**src/hw/rtl/sparse_column_duplicate_merge_top_assert.svh**
```systemverilog
// Assertion macros for the column merge block
`ifndef SPARSE_COLUMN_DUPLICATE_MERGE_TOP_ASSERT_SVH
`define SPARSE_COLUMN_DUPLICATE_MERGE_TOP_ASSERT_SVH
// implication checked every cycle outside reset
`define SCDM_ASSERT_IMP(lbl, ante, cons) \
    lbl: assert property (@(posedge i_clk) disable iff (!i_rst_n) (ante) |-> (cons)) \
        else $error("assertion failed");
// next-cycle implication
`define SCDM_ASSERT_NXT(lbl, ante, cons) \
    lbl: assert property (@(posedge i_clk) disable iff (!i_rst_n) (ante) |=> (cons)) \
        else $error("assertion failed");
`endif

```
**src/hw/rtl/scdm_pkg.sv**
```systemverilog
package scdm_pkg;
    localparam int RowBits = 31;
    localparam int PtrBits = 31;
    localparam logic [PtrBits-1:0] TotalMax = {PtrBits{1'b1}};

    // command codes
    localparam logic CmdEntry = 1'b0;
    localparam logic CmdEnd   = 1'b1;
    // result kinds
    localparam logic KindEntry = 1'b0;
    localparam logic KindPtr   = 1'b1;

    // queue entry handed from front to back
    typedef struct packed {
        logic                cmd;
        logic [RowBits-1:0]  row;
        logic [31:0]         value;
    } t_item;

    // float add state between the align/add cycle and the normalize/round cycle
    typedef struct packed {
        logic        spec;   // special operand case, res is final
        logic [31:0] res;
        logic        sub;    // effective subtraction
        logic        s;
        logic [8:0]  e;
        logic [27:0] m;      // mantissa with guard, round and sticky bits
    } t_add_mid;

    // float32 add, first cycle: special operands, align and add
    function automatic t_add_mid f32_add_align(input logic [31:0] a, input logic [31:0] b);
        logic        sa, sb, tb;
        logic [8:0]  ea, eb, te, d;
        logic [27:0] ma, mb, tm, sh;
        t_add_mid    mid;
        sa = a[31]; sb = b[31];
        ea = {1'b0, a[30:23]}; eb = {1'b0, b[30:23]};
        ma = {5'd0, a[22:0]}; mb = {5'd0, b[22:0]};
        mid = '0;
        mid.spec = 1'b1;
        if (ea == 9'd255 && ma != '0) begin
            mid.res = a | 32'h0040_0000;
        end else if (eb == 9'd255 && mb != '0) begin
            mid.res = b | 32'h0040_0000;
        end else if (ea == 9'd255) begin
            mid.res = (eb == 9'd255 && sa != sb) ? 32'h7FC0_0000 : a;
        end else if (eb == 9'd255) begin
            mid.res = b;
        end else if (a[30:0] == '0 && b[30:0] == '0) begin
            mid.res = {sa & sb, 31'd0};
        end else if (a[30:0] == '0) begin
            mid.res = b;
        end else if (b[30:0] == '0) begin
            mid.res = a;
        end else begin
            mid.spec = 1'b0;
            if (ea == '0) ea = 9'd1; else ma[23] = 1'b1;
            if (eb == '0) eb = 9'd1; else mb[23] = 1'b1;
            ma = ma << 3; mb = mb << 3;
            if (ea < eb || (ea == eb && ma < mb)) begin
                tm = ma; ma = mb; mb = tm;
                te = ea; ea = eb; eb = te;
                tb = sa; sa = sb; sb = tb;
            end
            d = ea - eb;
            if (d >= 9'd28) begin
                mb = {27'd0, mb != '0};
            end else if (d != '0) begin
                sh = mb >> d[4:0];
                mb = sh | {27'd0, (sh << d[4:0]) != mb};
            end
            mid.s   = sa;
            mid.e   = ea;
            mid.sub = (sa != sb);
            if (sa == sb) begin
                mid.m = ma + mb;
                if (mid.m[27]) begin
                    mid.m = (mid.m >> 1) | {27'd0, mid.m[0]};
                    mid.e = ea + 9'd1;
                end
            end else begin
                mid.m = ma - mb;
            end
        end
        return mid;
    endfunction

    // float32 add, second cycle: normalize, round to nearest even, pack
    function automatic logic [31:0] f32_add_round(input t_add_mid mid);
        logic [8:0]  e;
        logic [27:0] m;
        logic [4:0]  lz;
        logic [2:0]  g;
        logic [24:0] r;
        logic [31:0] res;
        e   = mid.e;
        m   = mid.m;
        res = mid.res;
        if (!mid.spec) begin
            if (mid.sub && m == '0) begin
                res = '0;
            end else begin
                if (mid.sub) begin
                    // normalize: shift limited by exponent floor of 1
                    lz = '0;
                    for (int i = 26; i >= 0; i--) begin
                        if (m[i] == 1'b0 && lz == 5'(26 - i)) lz = 5'(27 - i);
                    end
                    if ({4'd0, lz} > e - 9'd1) lz = 5'(e - 9'd1);
                    m = m << lz;
                    e = e - {4'd0, lz};
                end
                g = m[2:0];
                r = {1'b0, m[26:3]};
                if (g > 3'd4 || (g == 3'd4 && r[0])) r = r + 25'd1;
                if (r[24]) begin
                    r = r >> 1;
                    e = e + 9'd1;
                end
                if (e >= 9'd255) res = {mid.s, 8'hFF, 23'd0};
                else res = {mid.s, r[23] ? e[7:0] : 8'd0, r[22:0]};
            end
        end
        return res;
    endfunction
endpackage

```
**src/hw/rtl/scdm_front.sv**
```systemverilog
// Front: accepts items into a two-entry queue
module scdm_front import scdm_pkg::*; (
    input  logic  i_clk,
    input  logic  i_rst_n,
    input  logic  i_valid,
    output logic  o_ready,
    input  t_item i_item,
    output logic  o_valid,
    input  logic  i_ready,
    output t_item o_item
);
    t_item      r_q [2];
    logic       r_wp, r_rp;
    logic [1:0] r_cnt;
    logic       w_push, w_pop;

    assign o_ready = (r_cnt != 2'd2);
    assign o_valid = (r_cnt != 2'd0);
    assign o_item  = r_q[r_rp];
    assign w_push  = i_valid && o_ready;
    assign w_pop   = o_valid && i_ready;

    // queue storage
    always_ff @(posedge i_clk) begin
        if (w_push) r_q[r_wp] <= i_item;
    end

    // pointers and fill count
    always_ff @(posedge i_clk) begin
        if (!i_rst_n) begin
            r_wp <= 1'b0; r_rp <= 1'b0; r_cnt <= '0;
        end else begin
            if (w_push) r_wp <= ~r_wp;
            if (w_pop) r_rp <= ~r_rp;
            r_cnt <= r_cnt + {1'b0, w_push} - {1'b0, w_pop};
        end
    end
endmodule

```
**src/hw/rtl/scdm_back.sv**
```systemverilog
// Back: merges runs, adds each entry in an align/add step and a registered normalize/round step, emits results
module scdm_back import scdm_pkg::*; (
    input  logic               i_clk,
    input  logic               i_rst_n,
    input  logic               i_valid,
    output logic               o_ready,
    input  t_item              i_item,
    output logic               o_valid,
    input  logic               i_ready,
    output logic               o_kind,
    output logic [RowBits-1:0] o_row_out,
    output logic [31:0]        o_value_sum,
    output logic [PtrBits-1:0] o_col_ptr,
    output logic               o_overflow,
    output logic               o_last
);
    logic [RowBits-1:0] r_prow;
    logic               r_pvalid;
    logic [31:0]        r_psum;
    logic [PtrBits-1:0] r_total;
    logic               r_ovf;
    // second half of the float add in flight
    logic               r_busy;
    t_add_mid           r_mid;
    // output register; second slot holds pointer after a flushed run
    logic               r_ov, r_o2v;
    logic               r_kind, r_last;
    logic [RowBits-1:0] r_row;
    logic [31:0]        r_sum;
    logic [PtrBits-1:0] r_ptr;
    logic               r_oovf;
    logic [PtrBits-1:0] r_ptr2;
    logic               r_ovf2;
    logic               w_take, w_same, w_emit;
    t_add_mid           w_mid;

    assign o_valid     = r_ov;
    assign o_kind      = r_kind;
    assign o_row_out   = r_row;
    assign o_value_sum = r_sum;
    assign o_col_ptr   = r_ptr;
    assign o_overflow  = r_oovf;
    assign o_last      = r_last;

    // free output slot and finished sum needed for any item
    assign o_ready = !r_busy && !r_o2v && (!r_ov || i_ready);
    assign w_take  = i_valid && o_ready;
    assign w_same  = r_pvalid && (i_item.row == r_prow);
    assign w_emit  = (i_item.cmd == CmdEnd) || (r_pvalid && !w_same);
    assign w_mid   = f32_add_align(w_same ? r_psum : 32'd0, i_item.value);

    // run state
    always_ff @(posedge i_clk) begin
        if (!i_rst_n) begin
            r_pvalid <= 1'b0; r_prow <= '0; r_psum <= '0;
            r_total <= '0; r_ovf <= 1'b0;
            r_busy <= 1'b0; r_mid <= '0;
        end else if (r_busy) begin
            r_busy <= 1'b0;
            r_psum <= f32_add_round(r_mid);
        end else if (w_take) begin
            if (i_item.cmd == CmdEnd) begin
                r_pvalid <= 1'b0; r_prow <= '0; r_psum <= '0;
            end else begin
                r_pvalid <= 1'b1;
                r_prow   <= i_item.row;
                r_mid    <= w_mid;
                r_busy   <= 1'b1;
                if (!w_same) begin
                    if (r_total == TotalMax) r_ovf <= 1'b1;
                    else r_total <= r_total + 1'b1;
                end
            end
        end
    end

    // result registers
    always_ff @(posedge i_clk) begin
        if (!i_rst_n) begin
            r_ov <= 1'b0; r_o2v <= 1'b0;
        end else if (w_take && w_emit) begin
            r_ov <= 1'b1;
            if (r_pvalid) begin
                r_kind <= KindEntry; r_row <= r_prow; r_sum <= r_psum;
                r_ptr <= '0; r_oovf <= 1'b0;
                r_last <= (i_item.cmd == CmdEntry);
                r_o2v  <= (i_item.cmd == CmdEnd);
                r_ptr2 <= r_total; r_ovf2 <= r_ovf;
            end else begin
                r_kind <= KindPtr; r_row <= '0; r_sum <= '0;
                r_ptr <= r_total; r_oovf <= r_ovf; r_last <= 1'b1;
            end
        end else if (r_ov && i_ready) begin
            if (r_o2v) begin
                r_o2v <= 1'b0;
                r_kind <= KindPtr; r_row <= '0; r_sum <= '0;
                r_ptr <= r_ptr2; r_oovf <= r_ovf2; r_last <= 1'b1;
            end else begin
                r_ov <= 1'b0;
            end
        end
    end
endmodule

```
**src/hw/rtl/sparse_column_duplicate_merge_top.sv**
```systemverilog
// A result is registered in the back end when the back end takes the item that
// causes it. An entry holds the back end through align/add, then normalize/round,
// the sum feeding the next add; a column end that also flushes a run holds it
// until both the entry and the pointer results are taken. A two-entry queue lets
// the input burst.
// Synchronous active-low reset clears queue, run state, count and flag.
`include "sparse_column_duplicate_merge_top_assert.svh"
module sparse_column_duplicate_merge_top import scdm_pkg::*; (
    input  logic               i_clk,
    input  logic               i_rst_n,
    input  logic               i_valid,
    output logic               o_ready,
    input  logic               i_command,
    input  logic [RowBits-1:0] i_row,
    input  logic [31:0]        i_value,
    output logic               o_valid,
    input  logic               i_ready,
    output logic               o_kind,
    output logic [RowBits-1:0] o_row_out,
    output logic [31:0]        o_value_sum,
    output logic [PtrBits-1:0] o_col_ptr,
    output logic               o_overflow,
    output logic               o_last
);
    t_item w_in, w_q;
    logic  w_qv, w_qr;

    assign w_in = '{cmd: i_command, row: i_row, value: i_value};

    scdm_front u_front (
        .i_clk, .i_rst_n, .i_valid, .o_ready, .i_item(w_in),
        .o_valid(w_qv), .i_ready(w_qr), .o_item(w_q)
    );

    scdm_back u_back (
        .i_clk, .i_rst_n, .i_valid(w_qv), .o_ready(w_qr), .i_item(w_q),
        .o_valid, .i_ready, .o_kind, .o_row_out, .o_value_sum, .o_col_ptr,
        .o_overflow, .o_last
    );

    // checks
    `SCDM_ASSERT_IMP(a_ptr_last, o_valid && o_kind == KindPtr, o_last)
    `SCDM_ASSERT_IMP(a_entry_clean, o_valid && o_kind == KindEntry, !o_overflow && o_col_ptr == '0)
    `SCDM_ASSERT_NXT(a_ovf_sticky, o_valid && o_kind == KindPtr && o_overflow, u_back.r_ovf)
endmodule
```
**config.mk**
```make
export PLATFORM = sky130hd
export DESIGN_NAME = sparse_column_duplicate_merge_top
export DESIGN_NICKNAME = d
export VERILOG_FILES = /design/src/hw/rtl/scdm_pkg.sv /design/src/hw/rtl/scdm_front.sv /design/src/hw/rtl/scdm_back.sv /design/src/hw/rtl/sparse_column_duplicate_merge_top.sv
export VERILOG_INCLUDE_DIRS = /design/src /design/src/hw/rtl
export SDC_FILE = /design/constraint.sdc
export NUM_CORES = 1
export LEC_CHECK = 0
export BUFFER_PORTS_ARGS = -buffer_cell sky130_fd_sc_hd__buf_2
export CAP_MARGIN = 20
export CELL_PAD_IN_SITES_DETAIL_PLACEMENT = 1
export CELL_PAD_IN_SITES_GLOBAL_PLACEMENT = 1
export CORE_UTILIZATION = 38
export CTS_BUF_LIST = sky130_fd_sc_hd__clkbuf_8
export CTS_CLUSTER_SIZE = 12
export DETAILED_ROUTE_END_ITERATION = 8
export GPL_TIMING_DRIVEN = 0
export PLACE_DENSITY_LB_ADDON = 0.1
export REMOVE_ABC_BUFFERS = 1
export SLEW_MARGIN = 20
export SYNTH_ARGS = -nofsm -noshare
export SYNTH_HDL_FRONTEND = slang
export SYNTH_SLANG_ARGS = --single-unit
```
**constraint.sdc**
```tcl
create_clock -name i_clk -period 33.4 [get_ports i_clk]
set_clock_uncertainty 0.15 [all_clocks]
set_input_delay 5.01 -clock i_clk [delete_from_list [all_inputs] [get_ports i_clk]]
set_output_delay 5.01 -clock i_clk [all_outputs]
set_load 0.05 [all_outputs]
```
==> results of run 1 <==
-- power by group --
group / internal (W) / switching (W)
sequential: 0.000643 / 0.0000440
combinational: 0.000392 / 0.000779
clock: 0.000264 / 0.000236
total: 0.00130 / 0.00106
-- layer usage --
metal  vias to the layer above  track usage [%]
met5                         -                0
met4                        10             9.22
met3                       200             3.62
met2                       875             45.0
met1                     13100             39.5
li1                      12000                -
-- sequential cells by signal (all words and copies together) (netlist names), 32 cells and up, named ones only --
register,cells
u_back.o_value_sum,32
u_back.r_mid,72
u_back.r_psum,32
u_front.r_q,128
-- final cells by class --
cell class | count | area, um2
Fill cell | 8618 | 42100
Antenna cell | 3 | 7.51
Sequential cell | 433 | 11200
Timing Repair Buffer | 216 | 1770
Inverter | 110 | 413
Tap cell | 969 | 1210
Clock buffer | 89 | 1220
Multi-Input combinational cell | 2412 | 16500
Clock inverter | 50 | 332
-- per-stage QoR --
step / cells / area [um2] / total power (W)
floorplan: 2955 / 28000 / 0.00141
detailed placement: 4140 / 31200 / 0.00184
global placement: 4090 / 30000 / 0.00177
global route: 4280 / 32700 / 0.00247
CTS: 4279 / 32700 / 0.00235
finish: 4282 / 32800 / 0.00236
-- synthesized netlist by cell type, types with 40 or more instances --
library cell  instances
nand3_1              80
nand2_1             333
and2_1              136
inv_1               109
nand4_1              40
a31oi_1              59
mux2i_1             154
o211ai_1             49
a22o_1               40
clkbuf_1            136
nor3_1               83
nor2_1              222
xnor2_1             107
edfxtp_1            257
o21ai_0             177
dfxtp_1             176
a21oi_1             142
ha_1                100
a22oi_1              66
-- worst max-delay path, delay by kind of cell (launching register included) --
family / cells / cell delay, ns
AO/OA/AOI/OAI: 25 / 6.21
XOR/XNOR: 1 / 0.11
adder cells (fa/ha/maj): 3 / 1.27
buffers and inverters: 1 / 0.68
flip-flops: 1 / 0.76
multiplexers: 2 / 0.87
AND/OR/NAND/NOR: 13 / 6.09
-- how the worst max path moves through the flow --
stage | to | slack (ns) | start
6_report | u_back.r_mid[12] | 17.15 | flip-flop
5_1_grt | u_back.r_mid[12] | 16.32 | flip-flop
4_1_cts | u_back.r_mid[12] | 17.43 | flip-flop
3_5_place_dp | u_back.r_mid[12] | 17.47 | flip-flop
3_3_place_gp | u_back.r_mid[26] | 8.69 | flip-flop
2_1_floorplan | u_back.r_mid[21] | 16.65 | flip-flop
-- logic make-up (layout without fill, tap and decap cells) --
family,count (synthesis),after routing,synth area share (%)
simple gates,1110,1110,19.1
compound gates,867,867,21.0
flops,433,433,39.0
buf+inv,309,465,4.44
mux,202,202,7.98
xor+xnor,131,131,4.07
fa+ha+maj,102,102,4.48
other cells,0,3,0
==> results.md, run 1 <==
Layout:
- The utilization after layout is 43.8%.
- The area growth from synthesis to layout is 13.5%.
- The library cells used most frequently in the layout, excluding fill and tap cells, are 331 x nand2_1, 257 x edfxtp_1, 216 x nor2_1.
- The fraction of final layout cells with drive strength greater than 1 is 14.0%.
- The most common cell after layout, fill and taps aside is nand2_1.
- The net count reported at finish is 3419.

STA:
- For the pin with the worst max-slew slack, the measured transition is ~1.2 ns.
- The accumulated negative setup slack is 0 ns.
- The fmax is 61.5 MHz.
- The number of max-slew violations in the final report came to 0.
- The worst pin sits at a relative slew slack of 18.1%.
- Setup violations remaining at the end of the flow were counted as 0.
- The final hold slack is 0.293 ns.
- The fraction of the cycle the final worst path needs is 48.6%.
- The number of hold violations in the final report is 0.
- Setup repair after global routing left no endpoint under its margin.
- The post-route worst setup slack is 17.15 ns.
- The final critical path time including I/O delays and setup is 16.25 ns.

Synthesis:
- By area the synthesized netlist is led by edfxtp_1 27%, dfxtp_1 12%, mux2i_1 5.3%, ha_1 4.3%, nand2_1 4.3%.
- In the synthesized netlist the dominant register cell turns out to be edfxtp_1.
- After synthesis the netlist holds a flip-flop and latch count of 433.
- The number of flops mapped to enable cells by yosys is 257.
- For this run, asynchronously set or reset flops after synthesis account for 0%.
- The cell count after synthesis came out at 3154.
- The area share of the leading cell type in the synthesized netlist is 26.8%.
- Of all cell types, the one taking the most synthesized area is edfxtp_1.
- The total number of yosys warnings is 0.
- The netlist area before placement is about 29000 um2.
- The unique cell type count in the Yosys netlist is 110.
- A synthesized cell averages 9.15 um2.
- The sequential share of the synthesized area is 39.0%.

Die:
- The die is 278 um tall.
- The core box area is 74800 um2.
- The floorplan step defined a die boundary enclosing 77000 um2.
- After floorplanning, the core was divided into 100 placement rows.
- The width of the die is 278 um.
- The number of placed I/O pins is 167.
- Once the floorplan was initialized, standard cells occupied 38.6% of the core.

Worst setup path:
- The peak fanout along the critical path is 33.
- The capture instance of the worst register-to-register path is u_back.r_mid[12].
- Data on the critical path arrives at its endpoint at 16.70 ns.
- The worst path required time is 33.85 ns.
- The critical-path cell with the highest stage delay is nor2_1.
- Counting stages on the worst path, the most repeated cell is a21oi_1.
- The kind of start point of the critical path is a flip-flop.
- The worst register-to-register path has a depth of 45.
- The critical path's largest stage delay is 0.97 ns.
- The worst setup path category is reg2reg.
- STA classifies the critical path endpoint as a flip-flop.
- The worst register-to-register path has a setup slack of around 17 ns.

Global route:
- The total congestion overflow after global routing is 0.
- The maximum number of pins on one net before global-route repair is between 80 and 90.
- The first global-routing pass estimated 168000 um of wire.
- The initial antenna violation count is 11.
- The global routing usage summed across all routing layers is 28.2%.
- The number of global-route vias before repair is 26200.

Placed design:
- The pre-CTS setup slack is around 17 ns.
- In this run the tool buffered the top-level ports with 166 buffer cells.
- The weighted congestion reported at the end of routability-driven placement is 0.915.
- The detailed placement HPWL is between 80000 and 90000 um.

Clock tree:
- The register clock-pin slew on the reported worst setup and hold paths is 0.06 ns.
- The longest clock path from root to sink contains 3 buffers.
- Counting every sink on the clock net gives between 400 and 500.
- The TritonCTS clock tree is done.
- The total clock buffers created by CTS is 76.
- The count of H-tree levels built during CTS is 3.
- Buffers inserted to repair hold after CTS numbered 0.
- The root buffer cell is clkbuf_8.
- The number of post-CTS setup repair buffers is 0.
- Post-CTS repair changed the size of 0 cells.
- The source-to-sink clock delay at the later pin of the worst-skew pair is 0.68 ns.

Hold path:
- The classification of the worst-slack hold path is reg2reg.
- The endpoint of the worst hold-timing path is u_back.r_psum[2].
- The number of cells on the worst hold path is 2.
- The startpoint of the lowest-slack hold path is u_back.r_mid[41].

Detailed routing:
- Once detail routing completed, the nets flagged for antenna violations numbered 0.
- The first detailed-routing pass took 6 iterations.
- The routed design has 111000 um of wire.
- The first routing iteration left 2001 violations.
- The length of routed met3 wiring is roughly 6000 um.
- In the routed design, unresolved DRC markers number 0.
- In the final routed layout, each cell accounts on average for 25.9 um.
- The routed via count is 26100.
- The met1 routed wirelength after detailed routing is 50800 um.
- Summed over all nets, wire length on met2 after detailed routing comes to 50500 um.
- The ratio of routed vias to standard cells is 6.10.
- The highest metal layer with signal wires is met5.

Power:
- The total power divided by cell area is 72.0 nW/um2.
- The total leakage power is 12.5 nW.
- The worst-case IR drop observed on VDD is 0.0000461 V.

Run status:
- The run finished with clean final reports.

Run:
- Max-cap violations in this run came to 0.
Note: power is estimated with default switching activity, not from simulation.
==> run 2, diff against run 1 <==
clock period = 13.6 ns   (was 33.4 ns; I/O delays follow)
==> run 2 against run 1 <==
  * Sequential power increased by 140%
  * Non-clock buffer count increased by 20
  * Wire length increased by 0.99%
  * Largest power group unchanged
  * Worst setup slack got worse by 17 ns
  * Cell count increased by 0.51%
  * Critical endpoint is now u_back.r_mid[34]
==> results.md, run 2 (same netlist as run 1, synthesis figures left out) <==
Run status:
- Status: finished clean (unchanged).

STA:
- The number of hold violations in the final report is 0 (unchanged).
- The fmax came to 76.3 MHz (was 61.5 MHz).
- The number of max-slew violations in the final report is 0 (unchanged).
- The normalized max-slew margin is 16.5% (was 18.1%).
- The fraction of the cycle the final worst path needs came to 96.4% (was 48.6%).
- The final critical path time including I/O delays and setup was 13.11 ns (was 16.25 ns).
- The final count of negative-setup-slack endpoints is 0 (unchanged).
- The pin slew with the least headroom to its limit is 1.24 ns (was 1.22 ns).
- The final hold slack is 0.292 ns (was 0.293 ns).
- The accumulated negative setup slack was 0 ns (unchanged).
- The post-route worst setup slack came to 0.495 ns (was 17.15 ns).

Die:
- The overall die height is 278 um (unchanged).
- The core box area is 74800 um2 (unchanged).
- The initial standard-cell utilization of the core is 38.6% (unchanged).
- The number of rows created at floorplan is 100 (unchanged).
- The die outline area is 77000 um2 (unchanged).
- The number of placed I/O pins is 167 (unchanged).
- The width of the die came to 278 um (unchanged).

Detailed routing:
- The routed via count was 26300 (was 26100).
- The routed wire length per instance is 26.0 um (was 25.9 um).
- The ratio of routed vias to standard cells is 6.11 (was 6.10).
- The routed wire length is 112000 um (was 111000 um).
- The detailed-router iteration count before antenna repair is 9 (was 6).
- The post-detailed-route DRC marker count was 0 (unchanged).
- The remaining antenna violation count is 0 (unchanged).
- The number of DRC violations after detailed-routing iteration 0 is 2065 (was 2001).

Hold path:
- The classification of the worst-slack hold path was reg2reg (unchanged).
- The number of cells on the worst hold path was 2 (unchanged).

Layout:
- The register containing the most flip-flops in the final layout is u_front.r_q (unchanged).
- The fraction of final layout cells with drive strength greater than 1 is 15.4% (was 14.0%).
- The area added between synthesis and finish is 14.9% (was 13.5%).
- Top library cells by usage in the layout, fill and taps aside: 329 x nand2_1, 257 x edfxtp_1, 212 x nor2_1 (was 331 x nand2_1, 257 x edfxtp_1, 216 x nor2_1).
- The area taken by flip-flops and latches is 11200 um2 (unchanged).
- The number of filler instances in the final layout came to 8598 (was 8618).
- The net count reported at finish was 3442 (was 3419).
- The number of flip-flops under the largest register name is 128 (unchanged).
- The utilization after layout is 44.3% (was 43.8%).
- The final design area excluding fillers is 33200 um2 (was 32800 um2).
- Regs by FF count: u_front.r_q: 128 flops, u_back.r_mid: 72 flops (unchanged).
- The multi-input logic area came to 16700 um2 (was 16500 um2).
- The most common cell after layout, fill and taps aside is nand2_1 (unchanged).

Global route:
- The number of global-route vias before repair is 26400 (was 26200).
- The maximum number of pins on one net before global-route repair came to 81 (unchanged).
- The initial antenna violation count is 10 (was 11).
- The global routing usage summed across all routing layers is 28.4% (was 28.2%).
- The first-pass GRT wire length is 169000 um (was 168000 um).
- The total congestion overflow after global routing is 0 (unchanged).

Placed design:
- The total cell area at the placement stage is 31200 um2 (unchanged).
- The number of port buffers came to 166 (unchanged).
- The pre-CTS setup slack is -2.33 ns (was 17.47 ns).
- The weighted congestion reported at the end of routability-driven placement is 0.915 (unchanged).
- The detailed placement HPWL was 84100 um (unchanged).

Worst setup path:
- The most common cell type on the critical path was a21oi_1 (unchanged).
- The kind of start point of the critical path is a flip-flop (unchanged).
- The logic depth of the worst setup path including buffers is 55 (was 45).
- The family of cells with the greatest summed delay on the critical path is compound AO/OA/AOI/OAI gates (unchanged).
- The number of cells traversed by the worst register-to-register path was 55 (was 45).
- The data arrival time of the critical path is 13.51 ns (was 16.70 ns).
- The peak fanout along the critical path was 34 (was 33).
- The critical-path cell with the highest stage delay is fa_1 (was nor2_1).
- The worst setup path category is reg2reg (unchanged).
- The worst path required time is 14.00 ns (was 33.85 ns).
- The buffer and inverter count on the worst path is 8 (was 1).
- The endpoint class of the critical path is a flip-flop (unchanged).
- The critical path's largest stage delay is 0.50 ns (was 0.97 ns).

Clock tree:
- The TritonCTS clock tree is done (unchanged).
- The number of sinks on the clock net is 433 (unchanged).
- The total clock buffers created by CTS is 76 (unchanged).
- The buffer depth of the longest clock path was 3 (unchanged).
- The count of H-tree levels built during CTS is 3 (unchanged).
- The source-to-sink clock delay at the later pin of the worst-skew pair came to 0.68 ns (about the same).
- The register clock-pin slew on the reported worst setup and hold paths came to 0.07 ns (was 0.06 ns).
- The total of hold buffers inserted after clock tree synthesis was 0 (unchanged).
- The root buffer cell is clkbuf_8 (unchanged).

Run:
- The number of maximum-capacitance constraint violations is 0 (unchanged).

Power:
- The largest vdd supply drop is 0.000113 V (was 0.0000461 V).
- The total power divided by cell area is 177 nW/um2 (was 72.0 nW/um2).
- The total leakage power was 12.6 nW (was 12.5 nW).
-- run 2: power breakdown --
| group | internal (W) | switching [W] |
|---|---|---|
| Clock | 0.000648 | 0.000580 |
| Sequential | 0.00158 | 0.0000937 |
| Combinational | 0.00101 | 0.00197 |
| Total | 0.00324 | 0.00264 |
-- run 2: stage by stage --
stage               instances  power, W
global route             4303   0.00615
detailed placement       4140   0.00453
global placement         4090   0.00435
CTS                      4286   0.00582
floorplan                2955   0.00345
finish                   4304   0.00588
-- run 2: worst min-delay path: cells and delay by family, from the launching register on --
kind	cells	cell delay [ns]
flops	1	0.32
compound gates	1	0.08
simple gates	1	0.06
-- run 2: worst paths after layout --
path / end / start / slack [ns]
max: u_back.r_mid[34] / flip-flop / 0.49
min: u_back.r_psum[0] / u_back.r_mid[39] / 0.29
max reg2reg: u_back.r_mid[34] / flip-flop / 0.49
min reg2reg: u_back.r_psum[0] / u_back.r_mid[39] / 0.29
-- run 2: timing repair --
item	4_1_cts	5_1_grt
gates cloned	2	1
resized for setup	26	17
setup endpoints to repair	36	36
pin swaps	1	4
buffers inserted	5	15
-- run 2: area by class of cell --
class,instances,share of cell area [%]
antenna,2,0.0151
clock buffer,89,3.70
clock inverter,50,1.00
inverter,110,1.26
multi-input combinational,2414,50.5
sequential,433,33.9
tap,969,3.66
timing repair buffer,236,5.91
timing repair inverter,1,0.0226
-- run 2: routing by layer --
metal,track usage (%),up-vias,part of all wire (%)
met5,0,-,0.047
li1,-,12000,-
met1,39.7,13200,46
met4,9.42,8,3.2
met2,45.3,867,46
met3,3.59,193,5.3
